$ cat src/rtl/core/pes_packet_header_parser_assert.svh
// Assertion macros shared by the parser RTL.
`ifndef PES_PACKET_HEADER_PARSER_ASSERT_SVH
`define PES_PACKET_HEADER_PARSER_ASSERT_SVH

// Same-cycle implication, checked outside reset.
`define PPP_ASSERT_NOW(label, ante, cons, msg) \
	label: assert property (@(posedge clk) disable iff (!arst_n) (ante) |-> (cons)) \
		else $error(msg);

// Next-cycle implication, checked outside reset.
`define PPP_ASSERT_NEXT(label, ante, cons, msg) \
	label: assert property (@(posedge clk) disable iff (!arst_n) (ante) |=> (cons)) \
		else $error(msg);

`endif

$ cat src/rtl/core/ppp_pkg.sv
// ----------------------------------------------------------------------------
// ppp_pkg
// Types, start codes and helpers for the program-stream PES header parser.
// ----------------------------------------------------------------------------
package ppp_pkg;

	typedef logic [7:0]  byte_t;
	typedef logic [32:0] stamp_t;

	localparam logic [15:0] CODE_PACK      = 16'h01BA;
	localparam logic [15:0] CODE_SYSTEM    = 16'h01BB;
	localparam logic [15:0] CODE_MAP       = 16'h01BC;
	localparam logic [15:0] CODE_PRIV1     = 16'h01BD;
	localparam logic [15:0] CODE_PADDING   = 16'h01BE;
	localparam logic [15:0] CODE_PRIV2     = 16'h01BF;
	localparam logic [15:0] CODE_AUDIO_LO  = 16'h01C0;
	localparam logic [15:0] CODE_VIDEO_HI  = 16'h01EF;
	localparam logic [15:0] CODE_EXT       = 16'h01FD;

	localparam logic [19:0] SYNC_LIMIT_RESET = 20'd100000;
	localparam logic        REG_SYNC_LIMIT   = 1'b0;

	// Assembles a 33-bit time stamp from the five bytes held in the shifter.
	function automatic stamp_t stamp_value(input logic [39:0] sh);
		stamp_value = {sh[35:33], sh[31:17], sh[15:1]};
	endfunction

endpackage

$ cat src/rtl/core/pes_packet_header_parser.sv
// ----------------------------------------------------------------------------
// pes_packet_header_parser
// Hunts for start codes in a program stream and emits PES headers and bytes.
// ----------------------------------------------------------------------------
// The input channel carries one stream byte per beat, with restart marking the
// end of a stream; a restart beat carries no byte and sends the parser back to
// the hunt. The output channel carries one item per beat: a header item
// (kind 0) with stream id, time stamps and payload length, then one payload
// item (kind 1) per payload byte, with last set on the final item of a packet.
// Many input beats produce no output beat at all.
// A beat accepted into the input register is parsed from there, and its item,
// if any, is then registered into the output register; one beat per cycle is
// sustained while the receiver does not stall, the per-byte parser state
// update being the register loop that sets this rate.
// When the receiver stalls and the output register is full, the input stalls
// once its register is also full; nothing is lost or repeated.
// Reset clears the parser to the hunt and sets sync_limit to 100000. The
// sync_limit register lies at byte address 0 of the APB port; the user must
// write it only while the parser is idle, which the block does not enforce.
// ----------------------------------------------------------------------------
module pes_packet_header_parser (
	input  logic                  clk,
	input  logic                  arst_n,
	input  logic                  in_valid,
	output logic                  in_stall,
	input  ppp_pkg::byte_t        in_byte,
	input  logic                  restart,
	output logic                  out_valid,
	input  logic                  out_stall,
	output logic                  kind,
	output logic [15:0]           stream_id,
	output logic                  pts_valid,
	output ppp_pkg::stamp_t       pts,
	output ppp_pkg::stamp_t       dts,
	output logic [15:0]           payload_length,
	output ppp_pkg::byte_t        payload_byte,
	output logic                  last,
	input  logic                  psel,
	input  logic                  penable,
	input  logic                  pwrite,
	input  logic [2:0]            paddr,
	input  logic [31:0]           pwdata,
	output logic [31:0]           prdata,
	output logic                  pready
);
	import ppp_pkg::*;

	typedef enum logic [4:0] {
		PH_SEARCH, PH_LEN_HI, PH_LEN_LO, PH_SKIP, PH_STUFF, PH_BUF1, PH_BUF2,
		PH_PTS1, PH_DTS1, PH_FLAGS, PH_HLEN, PH_PTS2, PH_DTS2, PH_PESEXT,
		PH_EXTSKIP, PH_EXT2LEN, PH_IDEXT, PH_HSKIP, PH_PAYLOAD
	} phase_t;

	logic [19:0] sync_limit_q;

	logic        valid_s1;
	byte_t       byte_s1;
	logic        restart_s1;

	phase_t             phase_q, n_phase;
	logic [23:0]        shift_q, n_shift;
	logic [19:0]        count_q, n_count;
	logic [15:0]        code_q, n_code;
	logic signed [17:0] len_q, n_len;
	logic signed [9:0]  hdr_q, n_hdr;
	logic [7:0]         hflags_q, n_hflags;
	logic [7:0]         eflags_q, n_eflags;
	logic [39:0]        stamp_q, n_stamp;
	logic [3:0]         fidx_q, n_fidx;
	logic               ptsv_q, n_ptsv;
	stamp_t             pts_q, n_pts;
	stamp_t             dts_q, n_dts;

	logic        out_valid_q;
	logic        kind_q, ptsv_out_q, last_q;
	logic [15:0] id_q, plen_q;
	stamp_t      pts_out_q, dts_out_q;
	byte_t       pbyte_q;

	logic        emit, e_kind, e_last;
	logic        go;
	logic        t_flags, t_ext, t_finish, t_done, stamp_full;
	logic [4:0]  skip;

	assign pready   = 1'b1;
	assign prdata   = {12'd0, sync_limit_q};
	assign in_stall = valid_s1 && out_valid_q && out_stall;
	assign go       = valid_s1 && !(out_valid_q && out_stall);

	always_ff @(posedge clk or negedge arst_n) begin
		if (!arst_n) begin
			sync_limit_q <= SYNC_LIMIT_RESET;
		end else if (psel && penable && pwrite && pready && paddr[2] == REG_SYNC_LIMIT) begin
			sync_limit_q <= pwdata[19:0];
		end
	end

	always_ff @(posedge clk or negedge arst_n) begin
		if (!arst_n) begin
			valid_s1 <= 1'b0;
		end else if (!in_stall) begin
			valid_s1 <= in_valid;
		end
	end

	always_ff @(posedge clk) begin
		if (!in_stall && in_valid) begin
			byte_s1    <= in_byte;
			restart_s1 <= restart;
		end
	end

	always_comb begin
		n_phase = phase_q; n_shift = shift_q; n_count = count_q; n_code = code_q;
		n_len = len_q; n_hdr = hdr_q; n_hflags = hflags_q; n_eflags = eflags_q;
		n_stamp = stamp_q; n_fidx = fidx_q; n_ptsv = ptsv_q; n_pts = pts_q;
		n_dts = dts_q;
		emit = 1'b0; e_kind = 1'b0; e_last = 1'b0;
		t_flags = 1'b0; t_ext = 1'b0; t_finish = 1'b0; t_done = 1'b0;
		skip = 5'd0;
		stamp_full = 1'b0;

		if (phase_q == PH_PTS1 || phase_q == PH_DTS1 || phase_q == PH_PTS2 ||
				phase_q == PH_DTS2) begin
			n_stamp    = {stamp_q[31:0], byte_s1};
			n_fidx     = fidx_q + 4'd1;
			stamp_full = (n_fidx >= 4'd5);
		end

		if (restart_s1) begin
			n_phase = PH_SEARCH; n_shift = 24'hFF; n_count = '0;
		end else begin
			unique case (phase_q)
				PH_SEARCH: begin
					n_count = count_q + 20'd1;
					if (shift_q == 24'd1) begin
						n_code  = {8'h01, byte_s1};
						n_shift = 24'hFF; n_count = '0;
						n_phase = (n_code != CODE_PACK && n_code != CODE_SYSTEM) ?
							PH_LEN_HI : PH_SEARCH;
					end else begin
						n_shift = {shift_q[15:0], byte_s1};
						if (n_count >= sync_limit_q) begin
							n_shift = 24'hFF; n_count = '0;
						end
					end
				end
				PH_LEN_HI: begin
					n_len   = signed'({2'b00, byte_s1, 8'h00});
					n_phase = PH_LEN_LO;
				end
				PH_LEN_LO: begin
					n_len = signed'({2'b00, len_q[15:8], byte_s1});
					if (code_q == CODE_PADDING || code_q == CODE_PRIV2 ||
							code_q == CODE_MAP) begin
						n_phase = (n_len == 0) ? PH_SEARCH : PH_SKIP;
					end else if ((code_q >= CODE_AUDIO_LO && code_q <= CODE_VIDEO_HI) ||
							code_q == CODE_PRIV1 || code_q == CODE_EXT) begin
						n_ptsv = 1'b0; n_pts = '0; n_dts = '0;
						n_phase = (n_len < 1) ? PH_SEARCH : PH_STUFF;
					end else begin
						n_phase = PH_SEARCH;
					end
					if (n_phase == PH_SEARCH) begin
						n_shift = 24'hFF; n_count = '0;
					end
				end
				PH_SKIP: begin
					n_len = len_q - 18'sd1;
					if (n_len <= 0) begin
						n_phase = PH_SEARCH; n_shift = 24'hFF; n_count = '0;
					end
				end
				PH_STUFF, PH_BUF2: begin
					n_len = (phase_q == PH_STUFF) ? len_q - 18'sd1 : len_q - 18'sd2;
					if (phase_q == PH_STUFF && byte_s1 == 8'hFF) begin
						if (n_len < 1) begin
							n_phase = PH_SEARCH; n_shift = 24'hFF; n_count = '0;
						end
					end else if (phase_q == PH_STUFF && byte_s1[7:6] == 2'b01) begin
						n_phase = PH_BUF1;
					end else if (byte_s1[7:5] == 3'b001) begin
						n_stamp = {32'd0, byte_s1}; n_fidx = 4'd1; n_phase = PH_PTS1;
					end else if (byte_s1[7:6] == 2'b10) begin
						n_phase = PH_FLAGS;
					end else if (byte_s1 == 8'h0F) begin
						t_done = 1'b1;
					end else begin
						n_phase = PH_SEARCH; n_shift = 24'hFF; n_count = '0;
					end
				end
				PH_BUF1: n_phase = PH_BUF2;
				PH_PTS1: begin
					if (stamp_full) begin
						n_ptsv = 1'b1; n_pts = stamp_value(n_stamp); n_dts = n_pts;
						n_len  = len_q - 18'sd4;
						if (n_stamp[36]) begin
							n_fidx = '0; n_phase = PH_DTS1;
						end else begin
							t_done = 1'b1;
						end
					end
				end
				PH_DTS1: begin
					if (stamp_full) begin
						n_dts = stamp_value(n_stamp); n_len = len_q - 18'sd5; t_done = 1'b1;
					end
				end
				PH_FLAGS: begin
					n_hflags = byte_s1; n_phase = PH_HLEN;
				end
				PH_HLEN: begin
					n_len = len_q - 18'sd2;
					n_hdr = signed'({2'b00, byte_s1});
					if (18'(n_hdr) > n_len) begin
						n_phase = PH_SEARCH; n_shift = 24'hFF; n_count = '0;
					end else begin
						n_len = n_len - 18'(n_hdr);
						if (hflags_q[7]) begin
							n_fidx = '0; n_phase = PH_PTS2;
						end else begin
							t_flags = 1'b1;
						end
					end
				end
				PH_PTS2: begin
					if (stamp_full) begin
						n_ptsv = 1'b1; n_pts = stamp_value(n_stamp); n_dts = n_pts;
						n_hdr  = hdr_q - 10'sd5;
						if (hflags_q[6]) begin
							n_fidx = '0; n_phase = PH_DTS2;
						end else begin
							t_flags = 1'b1;
						end
					end
				end
				PH_DTS2: begin
					if (stamp_full) begin
						n_dts = stamp_value(n_stamp); n_hdr = hdr_q - 10'sd5; t_flags = 1'b1;
					end
				end
				PH_PESEXT: begin
					n_hdr = hdr_q - 10'sd1;
					// Optional PES fields of 2, 2 and 16 bytes sit ahead of the extension 2.
					skip = (byte_s1[4] ? 5'd2 : 5'd0) + (byte_s1[5] ? 5'd2 : 5'd0) +
						(byte_s1[7] ? 5'd16 : 5'd0);
					// The header count may already be negative here, so compare signed.
					if (byte_s1[6] || signed'({5'd0, skip}) > n_hdr) begin
						n_eflags = '0; t_ext = 1'b1;
					end else begin
						n_eflags = byte_s1;
						n_hdr    = n_hdr - 10'(skip);
						if (skip == 5'd0) begin
							t_ext = 1'b1;
						end else begin
							n_stamp = {35'd0, skip}; n_phase = PH_EXTSKIP;
						end
					end
				end
				PH_EXTSKIP: begin
					n_stamp = stamp_q - 40'd1;
					if (n_stamp == '0) t_ext = 1'b1;
				end
				PH_EXT2LEN: begin
					n_hdr = hdr_q - 10'sd1;
					if (byte_s1[6:0] != 7'd0) n_phase = PH_IDEXT;
					else t_finish = 1'b1;
				end
				PH_IDEXT: begin
					if (!byte_s1[7]) n_code = {code_q[7:0], 8'h00};
					n_hdr = hdr_q - 10'sd1; t_finish = 1'b1;
				end
				PH_HSKIP: begin
					n_hdr = hdr_q - 10'sd1;
					if (n_hdr <= 0) t_done = 1'b1;
				end
				PH_PAYLOAD: begin
					n_len = len_q - 18'sd1;
					emit = 1'b1; e_kind = 1'b1; e_last = (n_len <= 0);
					if (n_len <= 0) begin
						n_phase = PH_SEARCH; n_shift = 24'hFF; n_count = '0;
					end
				end
				default: begin
					n_phase = PH_SEARCH; n_shift = 24'hFF; n_count = '0;
				end
			endcase

			// Tail of the header: MPEG-2 optional flags, extension, header skip, then the header item.
			if (t_flags) begin
				if (n_hflags[5:0] != 6'd0 && n_hdr == 0) n_hflags = {n_hflags[7:6], 6'd0};
				if (n_hflags[0]) n_phase = PH_PESEXT;
				else t_finish = 1'b1;
			end
			if (t_ext) begin
				if (n_eflags[0]) n_phase = PH_EXT2LEN;
				else t_finish = 1'b1;
			end
			if (t_finish) begin
				if (n_hdr < 0) begin
					n_phase = PH_SEARCH; n_shift = 24'hFF; n_count = '0;
				end else if (n_hdr > 0) begin
					n_phase = PH_HSKIP;
				end else begin
					t_done = 1'b1;
				end
			end
			if (t_done) begin
				if (n_len < 0) begin
					n_phase = PH_SEARCH; n_shift = 24'hFF; n_count = '0;
				end else begin
					emit = 1'b1; e_kind = 1'b0; e_last = (n_len == 0);
					if (n_len == 0) begin
						n_phase = PH_SEARCH; n_shift = 24'hFF; n_count = '0;
					end else begin
						n_phase = PH_PAYLOAD;
					end
				end
			end
		end
	end

	always_ff @(posedge clk or negedge arst_n) begin
		if (!arst_n) begin
			phase_q  <= PH_SEARCH;
			shift_q  <= 24'hFF;
			count_q  <= '0;
			code_q   <= '0;
			len_q    <= '0;
			hdr_q    <= '0;
			hflags_q <= '0;
			eflags_q <= '0;
			stamp_q  <= '0;
			fidx_q   <= '0;
			ptsv_q   <= 1'b0;
			pts_q    <= '0;
			dts_q    <= '0;
			out_valid_q <= 1'b0;
		end else begin
			if (go) begin
				phase_q  <= n_phase;
				shift_q  <= n_shift;
				count_q  <= n_count;
				code_q   <= n_code;
				len_q    <= n_len;
				hdr_q    <= n_hdr;
				hflags_q <= n_hflags;
				eflags_q <= n_eflags;
				stamp_q  <= n_stamp;
				fidx_q   <= n_fidx;
				ptsv_q   <= n_ptsv;
				pts_q    <= n_pts;
				dts_q    <= n_dts;
				out_valid_q <= emit;
			end else if (!out_stall) begin
				out_valid_q <= 1'b0;
			end
		end
	end

	always_ff @(posedge clk) begin
		if (go && emit) begin
			kind_q     <= e_kind;
			id_q       <= n_code;
			ptsv_out_q <= e_kind ? 1'b0 : n_ptsv;
			pts_out_q  <= e_kind ? '0 : n_pts;
			dts_out_q  <= e_kind ? '0 : n_dts;
			plen_q     <= e_kind ? 16'd0 : n_len[15:0];
			pbyte_q    <= e_kind ? byte_s1 : 8'd0;
			last_q     <= e_last;
		end
	end

	assign out_valid      = out_valid_q;
	assign kind           = kind_q;
	assign stream_id      = id_q;
	assign pts_valid      = ptsv_out_q;
	assign pts            = pts_out_q;
	assign dts            = dts_out_q;
	assign payload_length = plen_q;
	assign payload_byte   = pbyte_q;
	assign last           = last_q;

`include "pes_packet_header_parser_assert.svh"

	`PPP_ASSERT_NOW(a_stall_needs_item, in_stall, valid_s1, "input stalled with empty register")
	`PPP_ASSERT_NOW(a_payload_len, phase_q == PH_PAYLOAD, len_q > 0, "payload with no bytes left")
	`PPP_ASSERT_NOW(a_payload_clean, out_valid && kind, !pts_valid && payload_length == 16'd0,
		"payload item carries header fields")
	`PPP_ASSERT_NOW(a_header_last, out_valid && !kind, last == (payload_length == 16'd0),
		"header last flag disagrees with length")

endmodule

$ cat config.mk
export PLATFORM = sky130hd
export DESIGN_NAME = pes_packet_header_parser
export DESIGN_NICKNAME = d
export VERILOG_FILES = /design/src/rtl/core/ppp_pkg.sv /design/src/rtl/core/pes_packet_header_parser.sv
export VERILOG_INCLUDE_DIRS = /design/src /design/src/rtl/core
export SDC_FILE = /design/constraint.sdc
export NUM_CORES = 1
export LEC_CHECK = 0
export BUFFER_PORTS_ARGS = -buffer_cell sky130_fd_sc_hd__buf_2
export CORE_UTILIZATION = 30
export DETAILED_ROUTE_END_ITERATION = 16
export SYNTH_ARGS = -nofsm -noshare
export SYNTH_HDL_FRONTEND = slang
export SYNTH_SLANG_ARGS = --single-unit
$ cat constraint.sdc
create_clock -name clk -period 9.7 [get_ports clk]
set_input_delay 1.455 -clock clk [delete_from_list [all_inputs] [get_ports clk]]
set_output_delay 1.455 -clock clk [all_outputs]
set_load 0.005 [all_outputs]
==> impl_metrics.yaml, run 1 <==
run_status:
  status: "complete, no violations"
clock_tree:
  cts_tree: "done"
  clock_latency_ns: 0.61
  ctsHoldBuffers: 0
  ctsResizeCount: 0
  path_clk_slew_ns: 0.06
  clkSinkCount: 348
  cts-buffers-inserted: 44
  h-tree-depth: 2
  post-cts-setup-buffers: 0
  cts.path.max_buffers: 3
  clockRootBuffer: "clkbuf_16"
routing:
  drt-pass1-iter-count: 6
  drc: 0
  ant_nets: 0
  vias: 23500
  wl_per_cell_um: 23.2
  drt-total-wl_um: 93000
  drt_iter0_drc: 2804
  drt-vias-per-instance: 5.87
floorplanning:
  initial_core_util_pct: 30.2
  coreArea_um2: 78900
  chipWidth_um: 284
  die-area_um2: 80600
  die_y_um: 284
  io_pins: 195
  num_rows: 103
global_routing:
  grt_max_degree: 146
  grt_pass1_vias: 22100
  antenna_found_initial: 4
  gr-total-overflow: 0
  grt_usage_pct: 22.4
  grt_pass1_wl_um: 141000
logic_synthesis:
  yosysUniqueCellTypes: 100
  synth_warnings: 0
  synth_most_common_cell: "nor2_1"
  synth_edf_count: 118
  synth_flop_cell: "dfrtp_1"
  syn_area_per_cell_um2: 8.30
  postSynthCellCount: 2875
  synth_top_cell_area_share_pct: 22.7
  synth_top_cell_by_area: "dfrtp_1"
  synth_seq_cells: 348
  synth_area_um2: 23800
  yosysSeqAreaShare_pct: 39.1
  synthTopCellsByCount: "nor2_1 (297), a21oi_1 (288), nand2_1 (283)"
  synth_area_leaders: "dfrtp_1 (23%), edfxtp_1 (15%), a21oi_1 (6.0%)"
  async_flop_share_pct: 66.1
critical_path:
  slowest_delay_ns: 0.78
  rr_endpoint: "count_q[4]$_DFFE_PN0P_"
  path_common_cell: "ha_1"
  required_ns: 10.12
  worstReg2RegStart: "len_q[3]$_DFFE_PN0P_"
  cp-start-kind: "flop"
  crit_end: "count_q[4]$_DFFE_PN0P_"
  crit_slowest_cell: "a41oi_2"
  critical_path.startpoint: "len_q[3]$_DFFE_PN0P_"
  critPathCaptureType: "flop"
  rrSetupSlack_ns: 2.58
  worst-r2r-cell-count: 18
  cp.arrival_ns: 7.55
  path_class: "flop to flop"
  path_cells: "buf_4, inv_1, ha_1, or3b_2, a21oi_1, xor2_1, ha_1, o21a_1, o221ai_1, nand2b_1, nor3_4, nor2_2, a221oi_1, a41oi_1, nor3_2, nand4_4, a41oi_2, o21ai_0"
  path_max_fanout: 14
layout:
  syn_to_final_growth_pct: 13.5
  stdcell_area_um2: 27100
  final_util_pct: 34.3
  antenna_cells: 0
  instances_no_fill: 4006
  drive_gt1_share_pct: 13.4
  nNetsFinal: 3025
worst_hold_path:
  hp-class: "flop to flop"
  whs_path_depth: 2
timing:
  setup_viol: 0
  finalHoldViolations: 0
  rsz0062_at_grt: "no"
  fmax_mhz: 140
  worst_hold_slack_ns: 0.482
  finalCritPeriodShare_pct: 73.4
  fin_skew_ns: 0.0377
  post-route-min-period_ns: 7.12
  slew_viol_final: 0
  worst_pin_slew_ns: 1.31
  max_slew_margin_pct: 12.6
  setup_tns_ns: 0
  finalWorstSetupSlack_ns: 2.58
power:
  ir_drop_v: 0.000128
  finalPower_mw: 4.65
  p_per_area_nw_per_um2: 172
  power_leakage_nw: 10.6
placement:
  numPortBuffers: 167
  place_area_um2: 25600
  dp_hpwl_um: 63000
  dp_slack_ns: 2.91
  dp.cells: 3924
  gp_congestion: 0.979
flow_run:
  maxCapViolCount: 0
power breakdown:
group | leakage (nW) | internal (mW) | switching [mW]
clock | 0.685 | 0.953 | 0.712
combinational | 5.85 | 0.434 | 0.849
sequential | 4.02 | 1.59 | 0.117
total | 10.6 | 2.98 | 1.68
state kept, by name (all words and copies together) (netlist names), 10 cells and up:
register,cells
dts,33
pts,33
count_q,20
payload_length,16
dts_q,33
stamp_q,40
stream_id,16
hdr_q,10
pts_q,33
len_q,18
code_q,16
sync_limit_q,20
shift_q,24
cell type report:
| type | instances | area (um2) |
|---|---|---|
| clock buffer | 62 | 1200 |
| fill | 8279 | 51800 |
| inverter | 68 | 255 |
| timing repair buffer | 230 | 1340 |
| multi-input combinational | 2228 | 13400 |
| clock inverter | 20 | 226 |
| tap | 1050 | 1310 |
| sequential | 348 | 9320 |
logic make-up (layout without fill, tap and decap cells):
group | Yosys count | after routing | share of synthesized area, %
flops | 348 | 348 | 39.1
compound gates | 963 | 963 | 25.3
mux | 45 | 45 | 2.05
fa+ha+maj | 54 | 54 | 2.86
buf+inv | 310 | 380 | 5.26
simple gates | 1059 | 1059 | 21.9
xor+xnor | 94 | 94 | 3.45
other cells | 2 | 13 | 0.0315
worst max-delay path, delay by kind of cell, from the launching register on:
kind,cells,cell delay [ns]
AO/OA/AOI/OAI,7,2.78
AND/OR/NAND/NOR,6,1.94
adder cells (fa/ha/maj),2,0.82
XOR/XNOR,1,0.55
buffers and inverters,2,0.47
flip-flops,1,0.35
cell usage in the layout (no fill, tap or decap), types with 35 or more instances in the layout:
master / synthesis / routed
xnor2_1: 53 / 53
nand2_1: 283 / 280
xor2_1: 41 / 41
dfrtp_1: 216 / 216
o21ai_0: 263 / 263
ha_1: 53 / 53
nor4_1: 57 / 57
inv_1: 64 / 64
clkbuf_16: 0 / 45
nand4_1: 35 / 35
nor3_1: 113 / 111
buf_2: 7 / 166
a21oi_1: 288 / 287
nor2_1: 297 / 292
edfxtp_1: 118 / 118
o21a_1: 40 / 40
buf_4: 14 / 61
a22o_1: 55 / 55
nand3_1: 54 / 54
worst min path at each step:
stage                                  startpoint                      end  slack [ns]
after floorplan           hflags_q[0]$_DFFE_PN0P_  hflags_q[0]$_DFFE_PN0P_        0.45
after global placement      dts_q[13]$_DFFE_PN0P_    dts_q[13]$_DFFE_PN0P_        0.46
after detailed placement  hflags_q[0]$_DFFE_PN0P_  hflags_q[0]$_DFFE_PN0P_        0.47
after CTS                 hflags_q[0]$_DFFE_PN0P_  hflags_q[0]$_DFFE_PN0P_        0.48
after global routing        pts_q[22]$_DFFE_PN0P_    pts_q[22]$_DFFE_PN0P_        0.50
final                     hflags_q[0]$_DFFE_PN0P_  hflags_q[0]$_DFFE_PN0P_        0.48
per-layer routing:
layer / vias up / routed length (um) / GRT usage, %
met5: - / 69 / 0
met4: 8 / 3850 / 8.66
met3: 259 / 7800 / 3.74
met2: 1174 / 41600 / 35.3
met1: 11400 / 39700 / 30.5
li1: 10700 / - / -
Power figures use the tool's default switching activity.
==> run 2: changes to the inputs <==
--- a/config.mk
+++ b/config.mk
@@ -6,6 +6,7 @@
 export SDC_FILE = /design/constraint.sdc
 export NUM_CORES = 1
 export LEC_CHECK = 0
+export ABC_AREA = 1
 export BUFFER_PORTS_ARGS = -buffer_cell sky130_fd_sc_hd__buf_2
 export CORE_UTILIZATION = 30
 export DETAILED_ROUTE_END_ITERATION = 16
==> constraint.sdc (replaced) <==
create_clock -name clk -period 6.76 [get_ports clk]
set_input_delay 1.014 -clock clk [delete_from_list [all_inputs] [get_ports clk]]
set_output_delay 1.014 -clock clk [all_outputs]
set_load 0.005 [all_outputs]
==> impl_metrics.yaml, run 2 <==
routing:
  wl_per_cell_um: 18.3
  drc: 0
  vias: 24600
  ant_nets: 0
  drt_iter0_drc: 2489
  drt-vias-per-instance: 5.25
  drt-pass1-iter-count: 6
  drt-total-wl_um: 85800
logic_synthesis:
  syn_area_per_cell_um2: 7.13
  synth_area_um2: 24900
  postSynthCellCount: 3488
  async_flop_share_pct: 66.6
  synth_most_common_cell: "nand2_1"
  yosysSeqAreaShare_pct: 38.0
  synth_edf_count: 118
  synth_top_cell_area_share_pct: 22.2
  synth_top_cell_by_area: "dfrtp_1"
  synth_seq_cells: 353
  yosysUniqueCellTypes: 67
  synthTopCellsByCount: "nand2_1 (826), nor2_1 (432), o21ai_0 (384)"
  synth_flop_cell: "dfrtp_1"
  synth_warnings: 0
  synth_area_leaders: "dfrtp_1 (22%), edfxtp_1 (14%), nand2_1 (12%)"
critical_path:
  path_common_cell: "nand2_1"
  rr_endpoint: "count_q[9]$_DFFE_PN0P_"
  cp-start-kind: "flop"
  cp.arrival_ns: 6.20
  required_ns: 7.24
  critPathCaptureType: "flop"
  worstReg2RegStart: "len_q[2]$_DFFE_PN0P_"
  critical_path.startpoint: "len_q[2]$_DFFE_PN0P_"
  worst-r2r-cell-count: 27
  path_max_fanout: 46
  path_class: "flop to flop"
  crit_slowest_cell: "o21ai_0"
  slowest_delay_ns: 0.40
  rrSetupSlack_ns: 1.04
floorplanning:
  num_rows: 105
  coreArea_um2: 82100
  io_pins: 195
  initial_core_util_pct: 30.3
  chipWidth_um: 290
  die_y_um: 290
  die-area_um2: 84100
clock_tree:
  clock_latency_ns: 0.62
  cts-buffers-inserted: 45
  clockRootBuffer: "clkbuf_16"
  cts_tree: "done"
  cts.path.max_buffers: 3
  ctsHoldBuffers: 0
  h-tree-depth: 2
  clkSinkCount: 353
  ctsResizeCount: 0
  post-cts-setup-buffers: 0
  path_clk_slew_ns: 0.07
placement:
  dp_hpwl_um: 59600
  numPortBuffers: 167
  place_area_um2: 26600
  dp_slack_ns: 1.08
  gp_congestion: 1.01
global_routing:
  gr-total-overflow: 0
  grt_pass1_wl_um: 135000
  antenna_found_initial: 2
  grt_usage_pct: 20.1
  grt_max_degree: 153
  grt_pass1_vias: 23100
layout:
  antenna_cells: 0
  layout_common_cells: "nand2_1 (826), nor2_1 (427), o21ai_0 (384), inv_1 (366), dfrtp_1 (221)"
  nNetsFinal: 3679
  multi_input_area_um2: 13100
  regMostFlops: "stamp_q"
  stdcell_area_um2: 28200
  syn_to_final_growth_pct: 13.5
  drive_gt1_share_pct: 11.0
  largest_register_ffs: 40
  seq_area_um2: 9440
  layout_commonest_cell: "nand2_1"
  fillers: 8647
  final_util_pct: 34.4
timing:
  post-route-min-period_ns: 5.72
  fmax_mhz: 175
  rsz0062_at_grt: "no"
  fin_skew_ns: 0.0362
  finalHoldViolations: 0
  worst_pin_slew_ns: 1.06
  max_slew_margin_pct: 29.6
  worst_hold_slack_ns: 0.454
  setup_tns_ns: 0
  finalCritPeriodShare_pct: 84.6
  finalWorstSetupSlack_ns: 1.04
  setup_viol: 0
  slew_viol_final: 0
power:
  p_per_area_nw_per_um2: 262
  ir_drop_v: 0.000199
  power_leakage_nw: 12.6
worst_hold_path:
  hp-class: "input port to asynchronous set/reset pin"
run_status:
  status: "complete, no violations"
flow_run:
  maxCapViolCount: 0
run 2: cell types whose count changed after synthesis, moves of 71 or more:
cell	change
clkbuf_1	-93
inv_1	+303
o21ai_0	+121
nand2_1	+543
a21oi_1	-194
nand3_1	+155
nor3_1	-71
nor2_1	+135
run 2: logic make-up (layout without fill, tap and decap cells):
logic type / count (synthesis) / in the layout / share of synthesized area, %
flops: 353 / 353 / 38.0
compound gates: 740 / 740 / 17.3
fa+ha+maj: 54 / 54 / 2.75
mux: 1 / 1 / 0.0453
xor+xnor: 111 / 111 / 4.08
simple gates: 1645 / 1645 / 28.1
buf+inv: 582 / 694 / 9.69
other cells: 2 / 13 / 0.0302
run 2: stage by stage:
step / power (mW) / std cells
6_report: 7.40 / 4681
5_1_grt: 7.81 / 4681
4_1_cts: 7.43 / 4681
3_5_place_dp: 4.73 / 4597
3_3_place_gp: 4.72 / 4597
2_1_floorplan: 4.14 / 3499
run 2: how the worst max path moves through the flow:
| stage | to | slack [ns] | depth (start not counted) |
|---|---|---|---|
| after floorplan | dts[0]$_SDFFCE_PP0P_ | 0.58 | 24 |
| after global routing | shift_q[21]$_DFFE_PN0P_ | 0.61 | 27 |
| final | count_q[9]$_DFFE_PN0P_ | 1.04 | 27 |
| after CTS | count_q[2]$_DFFE_PN0P_ | 1.07 | 27 |
| after detailed placement | count_q[2]$_DFFE_PN0P_ | 1.08 | 27 |
| after global placement | count_q[9]$_DFFE_PN0P_ | 1.15 | 27 |
run 2: per-layer routing:
metal | vias to the layer above | part of all wire, % | global-route usage [%]
li1 | 11800 | - | -
met2 | 1075 | 44 | 31.2
met1 | 11600 | 44 | 28.1
met4 | 0 | 3.2 | 7.23
met5 | - | 0 | 0
met3 | 160 | 8.3 | 3.13
run 2: final cells by class:
class                           count  share of cell area [%]
Clock buffer                       54                    4.25
Sequential cell                   353                    33.5
Inverter                          399                    5.35
Multi-Input combinational cell   2564                    46.4
Timing Repair Buffer              211                    4.26
Clock inverter                     30                    1.53
Tap cell                         1070                    4.74
run 2: critical path: cells and delay by family, from the launching register on:
family          cells  cell delay [ns]
simple gates       18             2.98
buf+inv             5             0.87
fa+ha+maj           2             0.65
compound gates      1             0.40
flops               1             0.36
xor+xnor            1             0.28
run 2: power by group:
| group | total, mW | switching [mW] | internal, mW |
|---|---|---|---|
| Combinational | 2.24 | 1.54 | 0.700 |
| Clock | 2.66 | 1.07 | 1.59 |
| Sequential | 2.50 | 0.176 | 2.33 |
| Total | 7.40 | 2.78 | 4.62 |
